`src/design/assert_macros.svh`:
```
// assertion macros used by neural_activation_unit_core
`ifndef ASSERT_MACROS_SVH
`define ASSERT_MACROS_SVH

`ifndef SYNTHESIS

// checked only while out of reset
`define NAU_ASSERT(lbl, clk, rst_n, prop, msg) \
    lbl: assert property (@(posedge clk) disable iff (!rst_n) prop) else $error(msg);

// checked at every edge, reset included
`define NAU_ASSERT_ALWAYS(lbl, clk, prop, msg) \
    lbl: assert property (@(posedge clk) prop) else $error(msg);

`else

`define NAU_ASSERT(lbl, clk, rst_n, prop, msg)
`define NAU_ASSERT_ALWAYS(lbl, clk, prop, msg)

`endif

`endif

```
`src/design/nau_pkg.sv`:
```
// types, constants and the exponential table of the activation unit
package nau_pkg;

    localparam int Q_FRAC        = 16;
    localparam int REM_W         = 18;
    localparam int DIV_STEP_BITS = 2;
    localparam int DIV_STAGES    = Q_FRAC / DIV_STEP_BITS;
    localparam int PIPE_DEPTH    = DIV_STAGES + 5;

    localparam logic [31:0] Q_ONE = 32'd65536;
    localparam logic signed [31:0] SAT_HI = 32'sd524288;
    localparam logic signed [31:0] SAT_LO = -32'sd524288;

    localparam logic [1:0] MODE_SIG  = 2'd0;
    localparam logic [1:0] MODE_RELU = 2'd1;
    localparam logic [1:0] MODE_TANH = 2'd2;

    localparam logic [16:0] EXP_TAB [0:32] = '{
        17'd65536, 17'd51034, 17'd39750, 17'd30957, 17'd24108, 17'd18776,
        17'd14624, 17'd11388, 17'd8871,  17'd6909,  17'd5381,  17'd4191,
        17'd3264,  17'd2542,  17'd1980,  17'd1542,  17'd1201,  17'd935,
        17'd728,   17'd567,   17'd442,   17'd344,   17'd268,   17'd209,
        17'd163,   17'd127,   17'd99,    17'd77,    17'd60,    17'd47,
        17'd36,    17'd28,    17'd22
    };

    typedef enum logic [2:0] {
        OP_SIG,
        OP_TANH,
        OP_RELU,
        OP_STEP,
        OP_DSIG,
        OP_DTANH
    } t_op;

    typedef struct packed {
        t_op         op;
        logic        sat_lo;
        logic        sat_hi;
        logic        neg;
        logic [31:0] aux;
    } t_ctl;

    typedef struct packed {
        logic [REM_W-1:0]  rem;
        logic [Q_FRAC-1:0] quo;
    } t_div;

endpackage

```
`src/design/nau_div_step.sv`:
```
// restoring divide step, two quotient bits per pipeline stage
module nau_div_step (
    input  nau_pkg::t_div             i_div,
    input  logic [nau_pkg::REM_W-1:0] i_dvsr,
    output nau_pkg::t_div             o_div
);
    import nau_pkg::*;

    t_div           w_cur;
    logic [REM_W:0] w_sh;

    always_comb begin
        w_cur = i_div;
        w_sh  = '0;
        for (int b = 0; b < DIV_STEP_BITS; b++) begin
            w_sh = {w_cur.rem, 1'b0};
            if (w_sh >= {1'b0, i_dvsr}) begin
                w_cur.rem = REM_W'(w_sh - {1'b0, i_dvsr});
                w_cur.quo = {w_cur.quo[Q_FRAC-2:0], 1'b1};
            end else begin
                w_cur.rem = w_sh[REM_W-1:0];
                w_cur.quo = {w_cur.quo[Q_FRAC-2:0], 1'b0};
            end
        end
        o_div = w_cur;
    end

endmodule

```
`src/design/neural_activation_unit_core.sv`:
```
// top level of the pipelined sigmoid, tanh and relu activation unit
//
// usage
// - input channel: i_in_valid / o_in_ready with i_mode, i_derivative, i_value
//   (signed q16.16); a transfer happens when both are high at a rising edge
// - output channel: o_out_valid / i_out_ready with o_result (signed q16.16)
// - mode 0 sigmoid, 1 relu, 2 tanh, 3 sigmoid; i_derivative selects the
//   derivative form computed from an activation output
// - thirteen register stages: input, decode and table, multiply, interpolate,
//   eight divide stages of two quotient bits each, output
// - throughput: one item per cycle while i_out_ready is high, set by the one-bit-per-stage enable chain
// - receiver stall: stages hold, empty stages keep filling so inputs are taken
//   until every stage holds an item; nothing is lost or repeated
// - reset clears all stage valid bits; the pipeline starts empty
module neural_activation_unit_core (
    input  logic               i_clk,
    input  logic               i_rst_n,
    input  logic               i_in_valid,
    output logic               o_in_ready,
    input  logic [1:0]         i_mode,
    input  logic               i_derivative,
    input  logic signed [31:0] i_value,
    output logic               o_out_valid,
    input  logic               i_out_ready,
    output logic signed [31:0] o_result
);
    import nau_pkg::*;

    `include "assert_macros.svh"

    localparam int S_MUL = 2;
    localparam int S_EX  = 3;
    localparam int S_OUT = PIPE_DEPTH - 1;

    logic [PIPE_DEPTH-1:0] r_vld;
    logic [PIPE_DEPTH:0]   w_en;

    // stage 0
    logic [1:0]         r_s0_mode;
    logic               r_s0_der;
    logic signed [31:0] r_s0_value;

    // stage 1
    t_op                w_op;
    logic signed [31:0] w_x;
    logic               w_neg;
    logic [18:0]        w_mag;
    logic [4:0]         w_idx;
    logic [31:0]        w_aux;
    logic signed [17:0] w_diff;
    logic signed [31:0] w_mb;

    t_ctl               r_ctl [1:S_OUT-1];
    logic [16:0]        r_s1_tab;
    logic signed [17:0] r_s1_diff;
    logic [15:0]        r_s1_frac;
    logic signed [31:0] r_s1_ma;
    logic signed [31:0] r_s1_mb;

    // stage 2
    logic [16:0]        r_s2_tab;
    logic signed [34:0] r_s2_ip;
    logic signed [63:0] r_s2_dp;

    // stage 3 and divide stages
    logic [18:0]        w_ex;
    t_ctl               w_ctl3;
    t_div               r_dv [0:DIV_STAGES];
    logic [REM_W-1:0]   r_dd [0:DIV_STAGES];
    t_div               w_dv_nx [0:DIV_STAGES-1];

    // output stage
    logic [31:0]        w_sq;
    logic [31:0]        w_sig;
    logic [31:0]        w_res;
    logic [31:0]        r_out_res;
    t_op                r_out_op;

    // stall chain
    always_comb begin
        w_en[PIPE_DEPTH] = i_out_ready;
        for (int k = PIPE_DEPTH - 1; k >= 0; k--) begin
            w_en[k] = !r_vld[k] || w_en[k+1];
        end
    end

    always_ff @(posedge i_clk) begin
        if (!i_rst_n) begin
            r_vld <= '0;
        end else begin
            if (w_en[0]) begin
                r_vld[0] <= i_in_valid;
            end
            for (int k = 1; k < PIPE_DEPTH; k++) begin
                if (w_en[k]) begin
                    r_vld[k] <= r_vld[k-1];
                end
            end
        end
    end

    always_ff @(posedge i_clk) begin
        if (w_en[0]) begin
            r_s0_mode  <= i_mode;
            r_s0_der   <= i_derivative;
            r_s0_value <= i_value;
        end
    end

    // decode, range split and table lookup
    always_comb begin
        case (r_s0_mode)
            MODE_RELU: w_op = r_s0_der ? OP_STEP  : OP_RELU;
            MODE_TANH: w_op = r_s0_der ? OP_DTANH : OP_TANH;
            default:   w_op = r_s0_der ? OP_DSIG  : OP_SIG;
        endcase
        w_x    = (w_op == OP_TANH) ? {r_s0_value[30:0], 1'b0} : r_s0_value;
        w_neg  = w_x[31];
        w_mag  = w_neg ? (19'd0 - w_x[18:0]) : w_x[18:0];
        w_idx  = w_mag[18:14];
        w_diff = $signed({1'b0, EXP_TAB[{1'b0, w_idx} + 6'd1]})
               - $signed({1'b0, EXP_TAB[{1'b0, w_idx}]});
        w_mb   = (w_op == OP_DTANH) ? r_s0_value : $signed(Q_ONE - r_s0_value);
        case (w_op)
            OP_RELU: w_aux = r_s0_value[31] ? 32'd0 : r_s0_value;
            OP_STEP: w_aux = (r_s0_value > 32'sd0) ? Q_ONE : 32'd0;
            default: w_aux = r_s0_value;
        endcase
    end

    always_ff @(posedge i_clk) begin
        if (w_en[1]) begin
            r_ctl[1].op     <= w_op;
            r_ctl[1].sat_lo <= (w_x <= SAT_LO);
            r_ctl[1].sat_hi <= (w_x >= SAT_HI);
            r_ctl[1].neg    <= w_neg;
            r_ctl[1].aux    <= w_aux;
            r_s1_tab        <= EXP_TAB[{1'b0, w_idx}];
            r_s1_diff       <= w_diff;
            r_s1_frac       <= {w_mag[13:0], 2'b00};
            r_s1_ma         <= r_s0_value;
            r_s1_mb         <= w_mb;
        end
    end

    // interpolation and derivative products
    always_ff @(posedge i_clk) begin
        if (w_en[S_MUL]) begin
            r_ctl[S_MUL] <= r_ctl[S_MUL-1];
            r_s2_tab     <= r_s1_tab;
            r_s2_ip      <= 35'(r_s1_diff * $signed({1'b0, r_s1_frac}));
            r_s2_dp      <= r_s1_ma * r_s1_mb;
        end
    end

    // exponential estimate, divisor and derivative finish
    always_comb begin
        w_ex   = {2'b00, r_s2_tab} + r_s2_ip[34:16];
        w_ctl3 = r_ctl[S_MUL];
        case (r_ctl[S_MUL].op)
            OP_DSIG:  w_ctl3.aux = r_s2_dp[47:16];
            OP_DTANH: w_ctl3.aux = Q_ONE - r_s2_dp[47:16];
            default:  w_ctl3.aux = r_ctl[S_MUL].aux;
        endcase
    end

    always_ff @(posedge i_clk) begin
        if (w_en[S_EX]) begin
            r_ctl[S_EX]   <= w_ctl3;
            r_dv[0].rem   <= REM_W'(Q_ONE);
            r_dv[0].quo   <= '0;
            r_dd[0]       <= REM_W'(Q_ONE) + w_ex[REM_W-1:0];
        end
    end

    for (genvar j = 0; j < DIV_STAGES; j++) begin : g_div
        nau_div_step u_step (
            .i_div  (r_dv[j]),
            .i_dvsr (r_dd[j]),
            .o_div  (w_dv_nx[j])
        );

        always_ff @(posedge i_clk) begin
            if (w_en[S_EX+1+j]) begin
                r_dv[j+1]        <= w_dv_nx[j];
                r_dd[j+1]        <= r_dd[j];
                r_ctl[S_EX+1+j]  <= r_ctl[S_EX+j];
            end
        end
    end

    // mirror, saturation and tanh rescale
    always_comb begin
        w_sq = {{(32-Q_FRAC){1'b0}}, r_dv[DIV_STAGES].quo};
        if (r_ctl[S_OUT-1].sat_lo) begin
            w_sig = 32'd0;
        end else if (r_ctl[S_OUT-1].sat_hi) begin
            w_sig = Q_ONE;
        end else if (r_ctl[S_OUT-1].neg) begin
            w_sig = Q_ONE - w_sq;
        end else begin
            w_sig = w_sq;
        end
        case (r_ctl[S_OUT-1].op)
            OP_SIG:  w_res = w_sig;
            OP_TANH: w_res = {w_sig[30:0], 1'b0} - Q_ONE;
            default: w_res = r_ctl[S_OUT-1].aux;
        endcase
    end

    always_ff @(posedge i_clk) begin
        if (w_en[S_OUT]) begin
            r_out_res <= w_res;
            r_out_op  <= r_ctl[S_OUT-1].op;
        end
    end

    assign o_in_ready  = w_en[0];
    assign o_out_valid = r_vld[S_OUT];
    assign o_result    = r_out_res;

    `NAU_ASSERT(a_ready_when_drained, i_clk, i_rst_n, !o_out_valid |-> o_in_ready, "input blocked with empty output stage")
    `NAU_ASSERT(a_transfer_enters, i_clk, i_rst_n, i_in_valid && o_in_ready |=> r_vld[0], "accepted transfer not held in first stage")
    `NAU_ASSERT(a_empty_after_reset, i_clk, i_rst_n, $past(!i_rst_n) |-> !o_out_valid, "output valid right after reset")
    `NAU_ASSERT(a_sig_range, i_clk, i_rst_n, o_out_valid && (r_out_op == OP_SIG) |-> !o_result[31] && (o_result <= 32'sd65536), "sigmoid result out of range")

endmodule
```
`config.mk`:
```
export PLATFORM = sky130hd
export DESIGN_NAME = neural_activation_unit_core
export DESIGN_NICKNAME = d
export VERILOG_FILES = /design/src/design/nau_pkg.sv /design/src/design/nau_div_step.sv /design/src/design/neural_activation_unit_core.sv
export VERILOG_INCLUDE_DIRS = /design/src /design/src/design
export SDC_FILE = /design/constraint.sdc
export NUM_CORES = 2
export LEC_CHECK = 0
export ABC_AREA = 1
export BUFFER_PORTS_ARGS = -buffer_cell sky130_fd_sc_hd__buf_4
export CELL_PAD_IN_SITES_DETAIL_PLACEMENT = 2
export CELL_PAD_IN_SITES_GLOBAL_PLACEMENT = 2
export CORE_ASPECT_RATIO = 1.2
export CORE_MARGIN = 10
export CORE_UTILIZATION = 40
export CTS_BUF_LIST = sky130_fd_sc_hd__clkbuf_8
export CTS_CLUSTER_DIAMETER = 30
export CTS_CLUSTER_SIZE = 40
export DETAILED_ROUTE_END_ITERATION = 8
export PLACE_DENSITY = 0.81
export SYNTH_ARGS = -nofsm -noshare
export SYNTH_HDL_FRONTEND = slang
export SYNTH_HIERARCHICAL = 1
export SYNTH_SLANG_ARGS = --single-unit
```
`constraint.sdc`:
```
create_clock -name i_clk -period 21.5 [get_ports i_clk]
set_input_delay 3.225 -clock i_clk [delete_from_list [all_inputs] [get_ports i_clk]]
set_output_delay 3.225 -clock i_clk [all_outputs]
set_load 0.005 [all_outputs]
```
==> impl_metrics.ini <==
[run]
drv_cap = 0

[sta]
timing.hold.ws_ps = 378.0
setup-violations-final = 0
skew_ps = 107.3
rsz0062_at_grt = no
finalHoldViolCount = 0
slew_headroom_pct = 12.38
period_share_pct = 60.54
drv_slew = 0
layout_min_cycle_time_ps = 13020
worstMarginPinSlew_ps = 1313
max_clock_freq_ghz = 0.07683
finalSetupTns_ps = 0

[layout]
syn_to_final_growth_pct = 9.167
nets = 13000
drive_above_1_share_pct = 10.07

[worst_setup_path]
end_kind = output pin
cp_num_buf_inv = 3
crit_family = simple AND/OR/NAND/NOR gates
critPathMaxStageDelay_ps = 630
arrival_ps = 9790
crit_path_frequent_cell = nor2_1
worst-setup-path-type = in -> out
critPathRequiredTime_ps = 18270
cp_slowest_cell = nand2_2
critPathMaxFanout = 45
ff2ff_setup_slack_ps = 12970
crit_path_start_kind = input port
path_cells = buf_4 > nor2_1 > inv_1 > nor2_1 > nand2_4 > nor2_1 > nand2_4 > nor2_2 > nand2_4 > nor2_1 > nand2_4 > nor2_1 > nand2_4 > nor2_1 > nand2_2 > buf_4

[drt]
dr_wl_met2_um = 205500
dr.pass1.iters = 7
routed_wirelength_um = 388500
ant_nets = 0
met1_length_um = 141600
post-route-drc-count = 0
via_per_inst = 5.413
top_layer = met5
first_iter_violations = 5102
wire_per_inst_um = 26.42
wl_met3_um = 18620
vias = 79600

[floorplanning]
die_y_um = 563.4
coreArea_um2 = 245000
start_util_pct = 40.17
dieArea_um2 = 266400
io_pins = 73
row_count = 199
die_x_um = 472.8

[cts]
postCtsSetupBuffers = 0
cts_tree = yes
cts_resized = 0
hold_buffers = 0
cts.clk_slew.worst_paths_ps = 60
cts_sinks = 1019
numCtsBuffers = 278
h-tree-depth = 5
clk_path_buf_depth = 4
cts-root-buf = clkbuf_8
worstSkewPairLatency_ps = 1070

[global_routing]
track_usage_pct = 28.94
antenna_found_initial = 23
grt_max_degree = 90
grt_pass1_vias = 94530
grt_pass1_wl_um = 587600
gr-total-overflow = 0

[placement]
portBuffers = 72
hpwlAfterDp_um = 295300
gp_congestion = 0.9257

[yosys]
synth_cells = 11190
yosysWarnings = 6
syn-cell-area_um2 = 98420
avgSynthCellArea_um2 = 8.798

[outcome]
status = finished clean

[min_path]
hp-class = reg -> reg
-- sequential cells by signal, summed over array words and instances (netlist names), 17 cells and up --
name,count
r_dv,198
r_ctl,418
r_s0_value,32
r_s2_ip,18
r_s1_diff,18
r_s1_tab,17
r_dd,144
r_s2_tab,17
o_result,32
r_s2_dp,32
r_s1_ma,32
r_s1_mb,31
-- path summary, 6_finish.rpt --
| check | to | startpoint | cells after the start |
|---|---|---|---|
| hold reg to reg | r_ctl[2][27] | r_ctl[1][65] | 0 |
| setup reg to reg | r_s2_dp[33] | r_s1_mb[8] | 26 |
| hold / removal | r_ctl[2][27] | r_ctl[1][65] | 0 |
| setup / recovery | o_in_ready | i_out_ready | 16 |
-- cells in the final DEF, fill, tap and decap left out, drive strengths merged, types with 35 or more instances in the layout --
cell / instances
nand4: 78
buf: 158
o21bai: 39
a21oi: 389
clkinv: 88
clkbuf: 291
o21ai: 296
nor2: 547
xnor2: 146
nand2: 3204
nand3: 469
nor3: 65
edfxtp: 1006
or2: 48
fa: 1085
inv: 2462
xor2: 200
conb: 38
a31oi: 35
clkinvlp: 46
ha: 588
-- worst register-to-register path: cells and delay by family, from the launching register on --
| family | cells | cell delay, ps |
|---|---|---|
| compound gates | 4 | 1110 |
| xor+xnor | 1 | 160 |
| fa+ha+maj | 9 | 4370 |
| buf+inv | 8 | 1100 |
| flops | 1 | 970 |
| simple gates | 4 | 600 |
-- metrics by stage --
stage	setup WS, ps	instances	utilization (%)	cell area [um2]
2_1_floorplan	2504	11220	-	98550
3_5_place_dp	8651	14230	41.52	101700
5_1_grt	8020	14700	43.85	107400
4_1_cts	8495	14700	43.84	107400
3_3_place_gp	9089	14230	41.52	101700
6_report	8484	14710	43.85	107400
-- metal layers --
metal / up-vias / track usage (%)
met1: 41240 / 31.32
met3: 1188 / 4.292
met5: - / 0
li1: 34620 / -
met2: 2538 / 54.22
met4: 12 / 15.00
-- layout make-up --
cell class                      instances  area, um2
Clock inverter                        185       1685
Inverter                             2436       9193
Fill cell                           27080     137600
Clock buffer                          291       4005
Sequential cell                      1019      30470
Timing Repair Buffer                  158       1186
Multi-Input combinational cell       7396      56860
Tap cell                             3216       4024
Antenna cell                            6      15.01
Power is not shown: default switching activity piles up to over one toggle a cycle in this logic, so the estimate is an artifact.
